$ cat src/sv/utfv_pkg.sv
package utfv_pkg;

  // longest string the count is sized for; the count saturates at this
  localparam int MaxBytes = 65536;
  localparam int CountW   = 17;
  localparam logic [CountW-1:0] CountMax =
    CountW'((MaxBytes > 131071) ? 131071 : MaxBytes);

  localparam int AccW   = 21;
  localparam int QDepth = 2;

  typedef enum logic [2:0] {
    ERR_NONE     = 3'd0,
    ERR_TRUNC    = 3'd1,
    ERR_CONT     = 3'd2,
    ERR_OVERLONG = 3'd3,
    ERR_SURR     = 3'd4,
    ERR_RANGE    = 3'd5,
    ERR_LEAD     = 3'd6
  } err_code_t;

  typedef enum logic [2:0] {
    BK_ASCII,
    BK_LEAD2,
    BK_LEAD3,
    BK_LEAD4,
    BK_BAD
  } byte_kind_t;

  // one classified byte, as it travels through the queue
  typedef struct packed {
    byte_kind_t  kind;       // meaning of the byte in a lead position
    logic        cont_ok;    // byte is 10xxxxxx
    logic [4:0]  lead_bits;  // payload bits of a lead byte, already masked
    logic [5:0]  cont_bits;  // payload bits of a continuation byte
    logic        last;
  } utfv_item_t;

endpackage

$ cat src/sv/utfv_front.sv
module utfv_front import utfv_pkg::*; (
  input  logic       in_valid,
  input  logic       q_full,
  input  logic [7:0] data_byte,
  input  logic       last,
  output logic       push,
  output utfv_item_t item
);

  assign push = in_valid & ~q_full;

  always_comb begin
    item.kind      = BK_BAD;
    item.lead_bits = 5'd0;
    item.cont_ok   = (data_byte[7:6] == 2'b10);
    item.cont_bits = data_byte[5:0];
    item.last      = last;
    case (data_byte) inside
      8'b0???_????: begin
        item.kind = BK_ASCII;
      end
      8'b110?_????: begin
        item.kind      = BK_LEAD2;
        item.lead_bits = data_byte[4:0];
      end
      8'b1110_????: begin
        item.kind      = BK_LEAD3;
        item.lead_bits = {1'b0, data_byte[3:0]};
      end
      8'b1111_0???: begin
        item.kind      = BK_LEAD4;
        item.lead_bits = {2'b00, data_byte[2:0]};
      end
      default: begin
        item.kind = BK_BAD;
      end
    endcase
  end

endmodule

$ cat src/sv/utfv_queue.sv
module utfv_queue import utfv_pkg::*; (
  input  logic       clk,
  input  logic       rst_n,
  input  logic       push,
  input  utfv_item_t push_item,
  input  logic       pop,
  output utfv_item_t pop_item,
  output logic       full,
  output logic       not_empty
);

  localparam int PtrW = (QDepth > 1) ? $clog2(QDepth) : 1;
  localparam int CntW = $clog2(QDepth + 1);

  utfv_item_t            mem_r [QDepth];
  logic [PtrW-1:0]       wr_ptr_r, wr_ptr_nxt;
  logic [PtrW-1:0]       rd_ptr_r, rd_ptr_nxt;
  logic [CntW-1:0]       cnt_r, cnt_nxt;

  assign full      = (cnt_r == CntW'(QDepth));
  assign not_empty = (cnt_r != '0);
  assign pop_item  = mem_r[rd_ptr_r];

  always_comb begin
    wr_ptr_nxt = wr_ptr_r;
    rd_ptr_nxt = rd_ptr_r;
    cnt_nxt    = cnt_r;
    if (push) begin
      wr_ptr_nxt = (wr_ptr_r == PtrW'(QDepth - 1)) ? '0 : wr_ptr_r + PtrW'(1);
    end
    if (pop) begin
      rd_ptr_nxt = (rd_ptr_r == PtrW'(QDepth - 1)) ? '0 : rd_ptr_r + PtrW'(1);
    end
    if (push && !pop) begin
      cnt_nxt = cnt_r + CntW'(1);
    end else if (pop && !push) begin
      cnt_nxt = cnt_r - CntW'(1);
    end
  end

  always_ff @(posedge clk) begin
    if (!rst_n) begin
      wr_ptr_r <= '0;
      rd_ptr_r <= '0;
      cnt_r    <= '0;
    end else begin
      wr_ptr_r <= wr_ptr_nxt;
      rd_ptr_r <= rd_ptr_nxt;
      cnt_r    <= cnt_nxt;
    end
  end

  always_ff @(posedge clk) begin
    if (push) begin
      mem_r[wr_ptr_r] <= push_item;
    end
  end

endmodule

$ cat src/sv/utfv_back.sv
module utfv_back import utfv_pkg::*; (
  input  logic              clk,
  input  logic              rst_n,
  input  logic              q_not_empty,
  input  utfv_item_t        item,
  output logic              pop,
  output logic              out_valid,
  input  logic              out_stall,
  output logic              valid_res,
  output logic [CountW-1:0] char_count,
  output logic [2:0]        error_code
);

  logic [1:0]        pend_r, pend_nxt;
  logic [1:0]        seq_r, seq_nxt;
  logic [AccW-1:0]   acc_r, acc_nxt;
  logic              bad_r, bad_nxt;
  logic [CountW-1:0] tot_r, tot_nxt;
  err_code_t         err_r, err_nxt;

  logic              ov_r, ov_nxt;
  logic              ok_r;
  logic [CountW-1:0] cnt_r;
  err_code_t         res_err_r;

  err_code_t         fin_err;
  logic [CountW-1:0] fin_cnt;
  err_code_t         chk;
  logic [CountW-1:0] tot_inc;

  // verdict on a completed multi-byte sequence
  function automatic err_code_t seq_check(input logic [1:0] len,
                                          input logic [AccW-1:0] cp,
                                          input logic bad);
    err_code_t e;
    e = ERR_NONE;
    if (bad) begin
      e = ERR_CONT;
    end else if (len == 2'd1) begin
      if (cp < AccW'(32'h80)) e = ERR_OVERLONG;
    end else if (len == 2'd2) begin
      if (cp < AccW'(32'h800)) begin
        e = ERR_OVERLONG;
      end else if (cp >= AccW'(32'hD800) && cp <= AccW'(32'hDFFF)) begin
        e = ERR_SURR;
      end
    end else begin
      if (cp < AccW'(32'h10000)) begin
        e = ERR_OVERLONG;
      end else if (cp > AccW'(32'h10FFFF)) begin
        e = ERR_RANGE;
      end
    end
    return e;
  endfunction

  assign pop      = q_not_empty & (~ov_r | ~out_stall);
  assign tot_inc  = (tot_r < CountMax) ? tot_r + CountW'(1) : tot_r;

  always_comb begin
    pend_nxt = pend_r;
    seq_nxt  = seq_r;
    acc_nxt  = acc_r;
    bad_nxt  = bad_r;
    tot_nxt  = tot_r;
    err_nxt  = err_r;
    chk      = ERR_NONE;
    fin_err  = ERR_NONE;
    fin_cnt  = tot_r;
    ov_nxt   = ov_r & out_stall;
    if (pop) begin
      if (err_r == ERR_NONE) begin
        if (pend_r != 2'd0) begin
          bad_nxt  = bad_r | ~item.cont_ok;
          acc_nxt  = {acc_r[AccW-7:0], item.cont_bits};
          pend_nxt = pend_r - 2'd1;
          if (pend_nxt == 2'd0) begin
            chk = seq_check(seq_r, acc_nxt, bad_nxt);
            if (chk != ERR_NONE) begin
              err_nxt = chk;
            end else begin
              tot_nxt = tot_inc;
            end
          end
        end else begin
          case (item.kind)
            BK_ASCII: begin
              tot_nxt = tot_inc;
            end
            BK_LEAD2: begin
              seq_nxt  = 2'd1;
              pend_nxt = 2'd1;
              acc_nxt  = AccW'(item.lead_bits);
              bad_nxt  = 1'b0;
            end
            BK_LEAD3: begin
              seq_nxt  = 2'd2;
              pend_nxt = 2'd2;
              acc_nxt  = AccW'(item.lead_bits);
              bad_nxt  = 1'b0;
            end
            BK_LEAD4: begin
              seq_nxt  = 2'd3;
              pend_nxt = 2'd3;
              acc_nxt  = AccW'(item.lead_bits);
              bad_nxt  = 1'b0;
            end
            default: begin
              err_nxt = ERR_LEAD;
            end
          endcase
        end
      end
      fin_err = (err_nxt == ERR_NONE && pend_nxt != 2'd0) ? ERR_TRUNC : err_nxt;
      // count including this beat, taken before the string state is cleared
      fin_cnt = tot_nxt;
      if (item.last) begin
        ov_nxt   = 1'b1;
        pend_nxt = '0;
        seq_nxt  = '0;
        acc_nxt  = '0;
        bad_nxt  = 1'b0;
        tot_nxt  = '0;
        err_nxt  = ERR_NONE;
      end
    end
  end

  always_ff @(posedge clk) begin
    if (!rst_n) begin
      pend_r <= '0;
      seq_r  <= '0;
      acc_r  <= '0;
      bad_r  <= 1'b0;
      tot_r  <= '0;
      err_r  <= ERR_NONE;
      ov_r   <= 1'b0;
    end else begin
      pend_r <= pend_nxt;
      seq_r  <= seq_nxt;
      acc_r  <= acc_nxt;
      bad_r  <= bad_nxt;
      tot_r  <= tot_nxt;
      err_r  <= err_nxt;
      ov_r   <= ov_nxt;
    end
  end

  always_ff @(posedge clk) begin
    if (pop && item.last) begin
      ok_r      <= (fin_err == ERR_NONE);
      cnt_r     <= fin_cnt;
      res_err_r <= fin_err;
    end
  end

  assign out_valid  = ov_r;
  assign valid_res  = ok_r;
  assign char_count = cnt_r;
  assign error_code = res_err_r;

  a_pend_in_seq: assert property (@(posedge clk) disable iff (!rst_n)
    pend_r <= seq_r) else $error("pending bytes exceed open sequence");

  a_no_trunc_latched: assert property (@(posedge clk) disable iff (!rst_n)
    err_r != ERR_TRUNC) else $error("truncation latched mid string");

  a_flag_matches_code: assert property (@(posedge clk) disable iff (!rst_n)
    ov_r |-> (ok_r == (res_err_r == ERR_NONE)))
    else $error("valid flag disagrees with error code");

  a_count_capped: assert property (@(posedge clk) disable iff (!rst_n)
    tot_r <= CountMax) else $error("character count beyond cap");

  a_cleared_after_last: assert property (@(posedge clk) disable iff (!rst_n)
    (pop && item.last) |=> (pend_r == 2'd0 && err_r == ERR_NONE && tot_r == '0))
    else $error("string state not cleared after last beat");

endmodule

$ cat src/sv/utf8_validate_and_count.sv
// channel  direction  ports                                   beat taken when
// in       input      in_valid in_stall in_data_byte in_last  in_valid & !in_stall
// out      output     out_valid out_stall out_valid_res       out_valid & !out_stall
//                     out_char_count out_error_code
//
// one byte per cycle sustained while out_stall holds no pending result; a
// byte is queued, then popped into the decode state, and the result of a
// string appears on the cycle after its last byte leaves the two-entry queue
// the queue depth sets how many bytes are taken while the result register
// waits on out_stall; in_stall rises only when the queue is full
// synchronous active-low reset empties the queue and clears string state
module utf8_validate_and_count import utfv_pkg::*; (
  input  logic              clk,
  input  logic              rst_n,
  input  logic              in_valid,
  output logic              in_stall,
  input  logic [7:0]        in_data_byte,
  input  logic              in_last,
  output logic              out_valid,
  input  logic              out_stall,
  output logic              out_valid_res,
  output logic [CountW-1:0] out_char_count,
  output logic [2:0]        out_error_code
);

  // classified byte and queue handshake
  utfv_item_t front_item;
  utfv_item_t back_item;
  logic       push;
  logic       pop;
  logic       q_full;
  logic       q_not_empty;

  assign in_stall = q_full;

  // front: sort each byte into lead kind and payload bits
  utfv_front u_front (
    .in_valid  (in_valid),
    .q_full    (q_full),
    .data_byte (in_data_byte),
    .last      (in_last),
    .push      (push),
    .item      (front_item)
  );

  // short queue between classification and decode
  utfv_queue u_queue (
    .clk       (clk),
    .rst_n     (rst_n),
    .push      (push),
    .push_item (front_item),
    .pop       (pop),
    .pop_item  (back_item),
    .full      (q_full),
    .not_empty (q_not_empty)
  );

  // back: sequence tracking, error latch, count and result register
  utfv_back u_back (
    .clk         (clk),
    .rst_n       (rst_n),
    .q_not_empty (q_not_empty),
    .item        (back_item),
    .pop         (pop),
    .out_valid   (out_valid),
    .out_stall   (out_stall),
    .valid_res   (out_valid_res),
    .char_count  (out_char_count),
    .error_code  (out_error_code)
  );

endmodule
$ cat config.mk
export PLATFORM = sky130hd
export DESIGN_NAME = utf8_validate_and_count
export DESIGN_NICKNAME = d
export VERILOG_FILES = /design/src/sv/utfv_pkg.sv /design/src/sv/utfv_front.sv /design/src/sv/utfv_queue.sv /design/src/sv/utfv_back.sv /design/src/sv/utf8_validate_and_count.sv
export SDC_FILE = /design/constraint.sdc
export NUM_CORES = 1
export LEC_CHECK = 0
export ABC_AREA = 0
export BUFFER_PORTS_ARGS = -buffer_cell sky130_fd_sc_hd__buf_2
export CAP_MARGIN = 10
export CORE_ASPECT_RATIO = 0.5
export CORE_MARGIN = 1
export CORE_UTILIZATION = 59
export CTS_CLUSTER_DIAMETER = 80
export DETAILED_ROUTE_END_ITERATION = 7
export PLACE_DENSITY = 0.79
export SLEW_MARGIN = 20
export SYNTH_ARGS = -nofsm -noshare
export SYNTH_HDL_FRONTEND = slang
export SYNTH_SLANG_ARGS = --single-unit
$ cat constraint.sdc
create_clock -name clk -period 3.6 [get_ports clk]
set_clock_uncertainty 0.15 [all_clocks]
set_input_delay 0.36 -clock clk [delete_from_list [all_inputs] [get_ports clk]]
set_output_delay 0.36 -clock clk [all_outputs]
set_load 0.01 [all_outputs]
==> impl_metrics.env, run 1 <==
export IMPL_max_cap_violations=0
export IMPL_grt_usage_pct=23.7
export IMPL_vias_per_cell=5.88
export IMPL_regArea_um2=2510
export IMPL_dp_hpwl_mm=5.65
export IMPL_io_pins=36
export IMPL_reg2reg_to="u_back.char_count[3]$_DFFE_PP_"
export IMPL_min_path_type="input port to flop"
export IMPL_path_buf_inv=1
export IMPL_setup_viol=0
export IMPL_relSlewSlack_pct=48.3
export IMPL_critPathMaxFanout=29
export IMPL_clock_tree_buffer_depth=2
export IMPL_ys_flop_type="edfxtp_1"
export IMPL_yosys_area_top_type="edfxtp_1"
export IMPL_cts_sinks=99
export IMPL_yosys_area_top_type_share_pct=36.7
export IMPL_num_vias=3128
export IMPL_cts_tree="yes"
export IMPL_drt_wl_total_mm=8.30
export IMPL_r2r_cells=7
export IMPL_n_fill_cell=514
export IMPL_crit_type="flop to flop"
export IMPL_crit_family="simple AND/OR/NAND/NOR gates"
export IMPL_cp_slowest_cell="dfxtp_1"
export IMPL_port_buffers=35
export IMPL_yosys_top_cells_count="edfxtp_1, dfxtp_1, nand2_1"
export IMPL_antenna_cells=0
export IMPL_endpoint="u_back.char_count[3]$_DFFE_PP_"
export IMPL_p_per_area_nw_per_um2=688
export IMPL_yosys_cell_types_count=49
export IMPL_yosysWarnings=0
export IMPL_multi_input_area_um2=1700
export IMPL_grt_ovfl_total=0
export IMPL_synth_area_per_cell_um2=10.8
export IMPL_post_cts_buffers=0
export IMPL_worstHoldStart="in_last"
export IMPL_initialDrtViolationCount=296
export IMPL_fin_crit_ps=2820
export IMPL_grt_pass1_wl_mm=13.9
export IMPL_report_final_slew_viol_count=0
export IMPL_clk_pin_slew_ps=60
export IMPL_worstMarginPinSlew_ps=772
export IMPL_crit_arrival_ps=2870
export IMPL_drt_pass1_iterations=4
export IMPL_drc=0
export IMPL_fin_tns_setup_ps=0
export IMPL_required_ps=3650
export IMPL_cpPeakStageDelay_ps=620
export IMPL_cp_start_kind="flop"
export IMPL_nets=450
export IMPL_yosysMostFrequentCell="edfxtp_1"
export IMPL_die_area_um2=7720
export IMPL_holdWs_ps=75.1
export IMPL_clk_latency_ps=340
export IMPL_path_cells="mux2i_1 -> or3b_1 -> a21oi_1 -> a31oi_2 -> buf_4 -> or4_1 -> nand2_1"
export IMPL_antenna_found_initial=0
export IMPL_netlist_instances=403
export IMPL_synthesis_area_um2=4340
export IMPL_synth_seq_cells=99
export IMPL_grt_pass1_vias=2972
export IMPL_drive_gt1_share_pct=16.1
export IMPL_die_y_um=62.6
export IMPL_post_cts_resized=0
export IMPL_leakage_nw=1.79
export IMPL_start_util_pct=63.0
export IMPL_synth_fp_nets=418
export IMPL_p_total_mw=3.38
export IMPL_post_drt_wl_per_cell_um=15.6
export IMPL_hold_viol_final=0
export IMPL_vdd_drop_max_mv=0.334
export IMPL_gp_congestion=0.816
export IMPL_synth_edf_count=53
export IMPL_crit_path_end_kind="flop"
export IMPL_rsz0062_at_grt="false"
export IMPL_root_buffer="clkbuf_16"
export IMPL_num_rows=21
export IMPL_period_share_pct=78.3
export IMPL_status="complete, no violations"
export IMPL_cts_htree_levels=3
export IMPL_final_antenna_net_count=0
export IMPL_synthArstFlopShare_pct=0
export IMPL_synthTopCellsByArea="edfxtp_1, dfxtp_1, nand2_1, a21boi_0, a21oi_1"
export IMPL_core_um2=6880
export IMPL_regToRegSetupSlack_ps=780
export IMPL_critical_path_depth=7
export IMPL_postCtsHoldBufs=0
export IMPL_seq_area_frac_synth_pct=58.0
export IMPL_grt_max_degree=30
export IMPL_numCtsBuffers=9
export IMPL_die_w_um=123
export IMPL_fmax_ghz=0.355
export IMPL_syn2layout_area_growth_pct=13.3
==> logic make-up after synthesis <==
logic type | Yosys count | share of synthesized area [%]
flip-flops | 99 | 58.0
AO/OA/AOI/OAI | 94 | 14.3
adder cells (fa/ha/maj) | 2 | 0.577
multiplexers | 12 | 4.27
buffers and inverters | 32 | 2.97
AND/OR/NAND/NOR | 159 | 18.9
XOR/XNOR | 5 | 1.01
==> cell usage in the layout, fill, tap and decap left out, drive strengths merged, types with 4 or more instances in the layout <==
master and instances:
o21ai 14, mux2i 5, clkbuf 10, nand2b 6
or4 12, and3 5, nor3 7, nand4 9
inv 10, nor4 4, nand3 22, or3 6
a21boi 21, nand2 46, nor2 23, and2 9
dfxtp 46, mux4 5, buf 43, edfxtp 53
xnor2 4, a21oi 27, o31ai 12
==> area by class of cell <==
class / instances / share of cell area [%]
inverters: 10 / 0.764
well taps: 92 / 2.34
repair buffers: 43 / 4.79
multi-input cells: 272 / 34.7
flip-flops and latches: 99 / 51.1
clock buffers: 10 / 4.66
clock inverters: 6 / 1.63
==> how the worst min path moves through the flow <==
stage                                     to  slack (ps)  depth (start not counted)
3_3_place_gp   u_back.acc_r[12]$_SDFFE_PN0P_         300                          2
2_1_floorplan  u_back.acc_r[13]$_SDFFE_PN0P_         290                          2
5_1_grt        u_queue.mem_r[0][0]$_DFFE_PP_          60                          1
3_5_place_dp    u_back.acc_r[0]$_SDFFE_PN0P_         310                          2
6_report       u_queue.mem_r[0][0]$_DFFE_PP_          80                          1
4_1_cts        u_queue.mem_r[0][0]$_DFFE_PP_          70                          1
==> sequential cells by signal, indices dropped and copies added (netlist names), 3 cells and up, named ones only <==
name and cells:
u_back.acc_r 15, u_back.char_count 17, u_back.err_r 3, u_back.error_code 3, u_back.tot_r 17, u_queue.mem_r 32
==> routing by layer <==
layer	GRT usage [%]	share of wire, %	vias up	wire, µm
li1	-	-	1562	-
met1	30.8	47	1496	3920
met2	38.2	48	61	3980
met3	7.30	3.9	9	320
met4	6.78	1.0	0	85
met5	0	0	-	0
==> stage by stage <==
step	util [%]	std cells	area [µm²]	worst slack [ps]
after floorplan	-	403	4340	1010
after global placement	66.9	516	4600	865
after detailed placement	66.9	516	4600	811
after CTS	71.4	532	4910	796
after global routing	71.4	532	4910	592
final	71.4	532	4910	780
==> power by group <==
group	switching [mW]	total [mW]	internal [mW]
Sequential	0.0929	1.49	1.40
Clock	0.386	0.988	0.602
Combinational	0.576	0.899	0.324
No activity file was read; power rests on OpenSTA's default activity.
==> run 2, diff against run 1 <==
--- a/config.mk
+++ b/config.mk
@@ -10,10 +10,10 @@
 export CAP_MARGIN = 10
 export CORE_ASPECT_RATIO = 0.5
 export CORE_MARGIN = 1
-export CORE_UTILIZATION = 59
+export CORE_UTILIZATION = 53
 export CTS_CLUSTER_DIAMETER = 80
 export DETAILED_ROUTE_END_ITERATION = 7
-export PLACE_DENSITY = 0.79
+export PLACE_DENSITY = 0.75
 export SLEW_MARGIN = 20
 export SYNTH_ARGS = -nofsm -noshare
 export SYNTH_HDL_FRONTEND = slang
==> constraint.sdc (replaced) <==
create_clock -name clk -period 2.3 [get_ports clk]
set_clock_uncertainty 0.15 [all_clocks]
set_input_delay 0.23 -clock clk [delete_from_list [all_inputs] [get_ports clk]]
set_output_delay 0.23 -clock clk [all_outputs]
set_load 0.01 [all_outputs]
==> impl_metrics.env, run 2 (same netlist as run 1, synthesis figures left out) <==
export IMPL_cp_slowest_cell="or4b_4"
export IMPL_largest_register="u_queue.mem_r"
export IMPL_drc=0
export IMPL_fmax_ghz=0.403
export IMPL_start_util_pct=56.9
export IMPL_setup_viol=28
export IMPL_finalWorstSetupSlack_ps=-182
export IMPL_io_pins=36
export IMPL_n_fill_cell=542
export IMPL_grt_max_degree=30
export IMPL_p_total_mw=5.62
export IMPL_cp_start_kind="flop"
export IMPL_syn2layout_area_growth_pct=25.1
export IMPL_dp_hpwl_mm=6.08
export IMPL_drt_pass1_iterations=4
export IMPL_p_per_area_nw_per_um2=1040
export IMPL_path_cells="or4b_4 -> o31ai_4 -> nand4_1 -> buf_4 -> a21oi_2 -> buf_4 -> nor2_2 -> a41o_1"
export IMPL_rsz0062_at_grt="true"
export IMPL_fin_crit_ps=2480
export IMPL_relSlewSlack_pct=65.3
export IMPL_mostFrequentLayoutCells="edfxtp_1, nand2_1, dfxtp_1"
export IMPL_max_cap_violations=0
export IMPL_regArea_um2=2520
export IMPL_report_final_slew_viol_count=0
export IMPL_vdd_drop_max_mv=0.545
export IMPL_clk_pin_slew_ps=70
export IMPL_multi_input_area_um2=1860
export IMPL_crit_top_cell="buf_4"
export IMPL_dp_cells=566
export IMPL_port_buffers=35
export IMPL_crit_path_end_kind="flop"
export IMPL_period_share_pct=108
export IMPL_initialDrtViolationCount=285
export IMPL_final_common_cell="edfxtp_1"
export IMPL_leakage_nw=2.02
export IMPL_die_y_um=66.0
export IMPL_die_w_um=130
export IMPL_num_vias=3367
export IMPL_cpPeakStageDelay_ps=540
export IMPL_grt_pass1_wl_mm=14.6
export IMPL_antenna_found_initial=0
export IMPL_vias_per_cell=5.71
export IMPL_num_rows=22
export IMPL_drive_gt1_share_pct=29.9
export IMPL_placed_area_um2=4920
export IMPL_nets=492
export IMPL_core_um2=7620
export IMPL_critPathMaxFanout=3
export IMPL_design_area_um2=5420
export IMPL_hold_viol_final=0
export IMPL_cts_sinks=99
export IMPL_gp_congestion=0.925
export IMPL_crit_arrival_ps=2430
export IMPL_final_util_pct=71.1
export IMPL_clock_tree_buffer_depth=2
export IMPL_status="finished with violations"
export IMPL_drt_wl_total_mm=8.95
export IMPL_antenna_cells=0
export IMPL_post_drt_wl_per_cell_um=15.2
export IMPL_numCtsBuffers=9
export IMPL_cts_tree="yes"
export IMPL_required_ps=2250
export IMPL_root_buffer="clkbuf_16"
export IMPL_violations="negative setup slack"
export IMPL_stdcell_count=590
export IMPL_grt_pass1_vias=3232
export IMPL_clk_latency_ps=340
export IMPL_grt_usage_pct=22.3
export IMPL_min_path_type="input port to flop"
export IMPL_cts_htree_levels=3
export IMPL_crit_type="flop to flop"
export IMPL_largest_register_ffs=32
export IMPL_grt_ovfl_total=0
export IMPL_die_area_um2=8570
export IMPL_worstMarginPinSlew_ps=516
export IMPL_final_antenna_net_count=0
export IMPL_holdWs_ps=21.2
==> run 2: what timing repair did <==
| action | 4_1_cts | 5_1_grt |
|---|---|---|
| buffers inserted | 0 | 1 |
| pin swaps | 3 | 12 |
| endpoints found under the setup margin | 27 | 46 |
| hold buffers | 7 | 0 |
| resized for setup | 8 | 27 |
| hold endpoints to repair | 14 | 0 |
==> run 2: layer usage <==
metal  track usage (%)  vias to the layer above  routed length [µm]
li1                  -                     1650                   -
met1              27.7                     1611                4200
met2              38.1                       97                4260
met3              6.31                        9                 433
met4              6.98                        0                  59
met5                 0                        -                   0
==> run 2: layout make-up <==
class                      instances  share of cell area (%)
timing repair buffer              85                    10.8
tap                              108                    2.49
clock inverter                     7                    1.22
sequential                        99                    46.4
clock buffer                       9                    4.15
inverter                          10                   0.692
multi-input combinational        272                    34.3
==> run 2: final timing paths <==
path | startpoint | end | slack (ps) | depth (start not counted)
setup / recovery | u_back.acc_r[2]$_SDFFE_PN0P_ | u_back.valid_res$_DFFE_PP_ | -180 | 8
hold / removal | out_stall | u_back.out_valid$_SDFF_PN0_ | 20 | 3
hold reg to reg | u_back.acc_r[0]$_SDFFE_PN0P_ | u_back.acc_r[0]$_SDFFE_PN0P_ | 320 | 2
setup reg to reg | u_back.acc_r[2]$_SDFFE_PN0P_ | u_back.valid_res$_DFFE_PP_ | -180 | 8
==> run 2: per-stage QoR <==
| stage | TNS, ps | setup WS, ps |
|---|---|---|
| floorplan | -411 | -75.0 |
| detailed placement | -1550 | -126 |
| global route | -4460 | -260 |
| CTS | -1310 | -99.3 |
| global placement | -408 | -105 |
| finish | -1940 | -182 |
==> run 2: critical path: cells and delay by family (launching register included) <==
family	cells	cell delay [ps]
flip-flops	1	320
AND/OR/NAND/NOR	3	790
AO/OA/AOI/OAI	3	610
buffers and inverters	2	370
==> run 2: power breakdown <==
group | leakage (nW) | total [mW] | switching, mW | internal (mW)
combinational | 1.00 | 1.86 | 1.09 | 0.774
clock | 0.145 | 1.46 | 0.698 | 0.766
sequential | 0.878 | 2.29 | 0.106 | 2.19
==> run 3, diff against run 2 <==
--- a/config.mk
+++ b/config.mk
@@ -10,11 +10,12 @@
 export CAP_MARGIN = 10
 export CORE_ASPECT_RATIO = 0.5
 export CORE_MARGIN = 1
-export CORE_UTILIZATION = 53
+export CORE_UTILIZATION = 54
 export CTS_CLUSTER_DIAMETER = 80
 export DETAILED_ROUTE_END_ITERATION = 7
-export PLACE_DENSITY = 0.75
+export PLACE_DENSITY = 0.76
 export SLEW_MARGIN = 20
 export SYNTH_ARGS = -nofsm -noshare
 export SYNTH_HDL_FRONTEND = slang
+export SYNTH_HIERARCHICAL = 1
 export SYNTH_SLANG_ARGS = --single-unit
==> impl_metrics.env, run 3 <==
export IMPL_status="finished with violations"
export IMPL_violations="negative setup slack"
export IMPL_fmax_ghz=0.409
export IMPL_drc=0
export IMPL_grt_pass1_wl_mm=16.3
export IMPL_grt_pass1_vias=3393
export IMPL_report_final_slew_viol_count=0
export IMPL_io_pins=36
export IMPL_cpPeakStageDelay_ps=560
export IMPL_die_area_um2=9130
export IMPL_antenna_cells=0
export IMPL_startpoint="u_back/acc_r[10]$_SDFFE_PN0P_"
export IMPL_final_common_cell="buf_4"
export IMPL_worstMarginPinSlew_ps=532
export IMPL_synthAdderAreaFrac_pct=0.531
export IMPL_synthTopCellsByArea="edfxtp_1, dfxtp_1, mux2_2, mux2i_1, nand2_1"
export IMPL_cp_start_kind="flop"
export IMPL_ys_flop_type="edfxtp_1"
export IMPL_fin_crit_ps=2450
export IMPL_grt_max_degree=25
export IMPL_leakage_nw=2.38
export IMPL_vias_per_cell=5.46
export IMPL_crit_type="flop to flop"
export IMPL_path_cells="or4_4 -> o41a_1 -> buf_6 -> a32oi_4 -> nor2_2 -> xor2_1"
export IMPL_largest_register_ffs=32
export IMPL_muxShareOfSynthArea_pct=7.46
export IMPL_post_drt_wl_per_cell_um=15.2
export IMPL_mostFrequentLayoutCells="buf_4, edfxtp_1, dfxtp_1"
export IMPL_seq_area_frac_synth_pct=53.3
export IMPL_rsz0062_at_grt="true"
export IMPL_crit_arrival_ps=2390
export IMPL_reg2reg_to="u_back/char_count[9]$_DFFE_PP_"
export IMPL_yosys_area_top_type_share_pct=33.8
export IMPL_gp_congestion=0.860
export IMPL_synth_compound_area_share_pct=10.8
export IMPL_die_y_um=68.1
export IMPL_max_cap_violations=0
export IMPL_relSlewSlack_pct=64.2
export IMPL_core_um2=8230
export IMPL_dp_cells=624
export IMPL_stdcell_count=653
export IMPL_critPathMaxFanout=7
export IMPL_required_ps=2250
export IMPL_numCtsBuffers=9
export IMPL_critical_path_depth=6
export IMPL_yosys_cell_types_count=66
export IMPL_synthesis_area_um2=4710
export IMPL_synth_fp_nets=456
export IMPL_syn2layout_area_growth_pct=27.3
export IMPL_clk_pin_slew_ps=70
export IMPL_antenna_found_initial=0
export IMPL_dp_slack_ps=-220
export IMPL_synth_edf_count=53
export IMPL_synth_seq_cells=99
export IMPL_dp_hpwl_mm=6.63
export IMPL_period_share_pct=106
export IMPL_synth_simple_gate_area_share_pct=21.0
export IMPL_num_vias=3567
export IMPL_nets=551
export IMPL_yosysWarnings=6
export IMPL_cts_sinks=99
export IMPL_hold_viol_final=0
export IMPL_synth_area_per_cell_um2=10.7
export IMPL_cts_tree="yes"
export IMPL_p_per_area_nw_per_um2=997
export IMPL_crit_reg2reg_launch="u_back/acc_r[10]$_SDFFE_PN0P_"
export IMPL_num_rows=23
export IMPL_endpoint="u_back/char_count[9]$_DFFE_PP_"
export IMPL_regToRegSetupSlack_ps=-150
export IMPL_vdd_drop_max_mv=0.522
export IMPL_holdWs_ps=17.7
export IMPL_n_fill_cell=590
export IMPL_r2r_cells=6
export IMPL_drt_wl_total_mm=9.93
export IMPL_root_buffer="clkbuf_16"
export IMPL_start_util_pct=57.3
export IMPL_synth_top_family_by_area="simple AND/OR/NAND/NOR gates"
export IMPL_cp_slowest_cell="or4_4"
export IMPL_largest_register="u_queue/mem_r"
export IMPL_final_util_pct=72.9
export IMPL_yosys_area_top_type="edfxtp_1"
export IMPL_cts_htree_levels=3
export IMPL_path_buf_inv=1
export IMPL_grt_usage_pct=23.6
export IMPL_finalWorstSetupSlack_ps=-145
export IMPL_die_w_um=134
export IMPL_synth_xor_area_share_pct=3.16
export IMPL_drt_pass1_iterations=5
export IMPL_netlist_instances=441
export IMPL_min_path_type="input port to flop"
export IMPL_port_buffers=35
export IMPL_initialDrtViolationCount=260
export IMPL_grt_ovfl_total=0
export IMPL_setup_viol=26
export IMPL_crit_family="compound AO/OA/AOI/OAI gates"
export IMPL_final_antenna_net_count=0
export IMPL_yosysMostFrequentCell="edfxtp_1"
export IMPL_crit_path_end_kind="flop"
export IMPL_synthArstFlopShare_pct=0
export IMPL_clock_tree_buffer_depth=2
export IMPL_yosys_top_cells_count="edfxtp_1, dfxtp_1, nand2_1"
export IMPL_clk_latency_ps=350
export IMPL_drive_gt1_share_pct=33.6
==> run 3: cell count changes after synthesis, moves of 8 or more <==
cell	delta
mux2_2	+15
nor2b_1	+12
mux2i_1	+11
a21boi_0	-8
buf_4	+8
o31ai_1	-10
nor3_1	+8
or3_1	+10
or4_1	-10
xor2_1	+11
==> run 3: cell families after synthesis <==
logic type	count (synthesis)
compound gates	70
xor+xnor	17
mux	33
simple gates	183
buf+inv	37
flops	99
fa+ha+maj	2
==> run 3: per-stage QoR <==
step | setup TNS, ps | area (µm²) | power [mW]
floorplan | -1980 | 4800 | 3.63
global placement | -3360 | 5450 | 4.37
detailed placement | -4310 | 5450 | 4.43
CTS | -1550 | 5880 | 5.93
global route | -4100 | 6000 | 6.30
finish | -2240 | 6000 | 5.98
==> run 3: how the worst min path moves through the flow <==
stage | slack, ps | start | cells after the start | to
global placement | 270 | in_last | 1 | u_queue/mem_r[0][0]$_DFFE_PP_
CTS | 7 | in_data_byte[4] | 1 | u_queue/mem_r[0][5]$_DFFE_PP_
global route | 10 | in_data_byte[4] | 1 | u_queue/mem_r[1][5]$_DFFE_PP_
detailed placement | 280 | in_last | 1 | u_queue/mem_r[0][0]$_DFFE_PP_
floorplan | 200 | rst_n | 1 | u_queue/wr_ptr_r$_SDFFE_PN0P_
finish | 20 | in_data_byte[4] | 1 | u_queue/mem_r[0][5]$_DFFE_PP_
==> run 3: layer usage <==
metal	share of wire [%]	GRT usage [%]	vias to the layer above
li1	-	-	1791
met1	44	29.0	1674
met2	49	41.8	85
met3	5.5	5.33	17
met4	1.5	8.01	0
met5	0	0	-
==> run 3: final cells by class <==
cell class	instances	area (µm²)	area share [%]
Clock inverter	7	56.3	0.939
Timing Repair Buffer	109	811	13.5
Clock buffer	9	225	3.75
Inverter	12	45.0	0.751
Multi-Input combinational cell	305	2200	36.7
Sequential cell	99	2520	42.0
Tap cell	112	140	2.34
==> run 3: repair_timing <==
action / in CTS / in global routing
pin swaps: 5 / 6
gates cloned: 0 / 0
hold buffers: 5 / 0
endpoints found under the setup margin: 32 / 35
gates resized for setup: 11 / 21
hold endpoints to repair: 10 / 0
buffers inserted: 4 / 5
==> run 3: power breakdown <==
group | total [mW] | internal, mW | switching [mW]
clock | 1.43 | 0.748 | 0.681
combinational | 2.21 | 1.01 | 1.20
sequential | 2.34 | 2.21 | 0.133
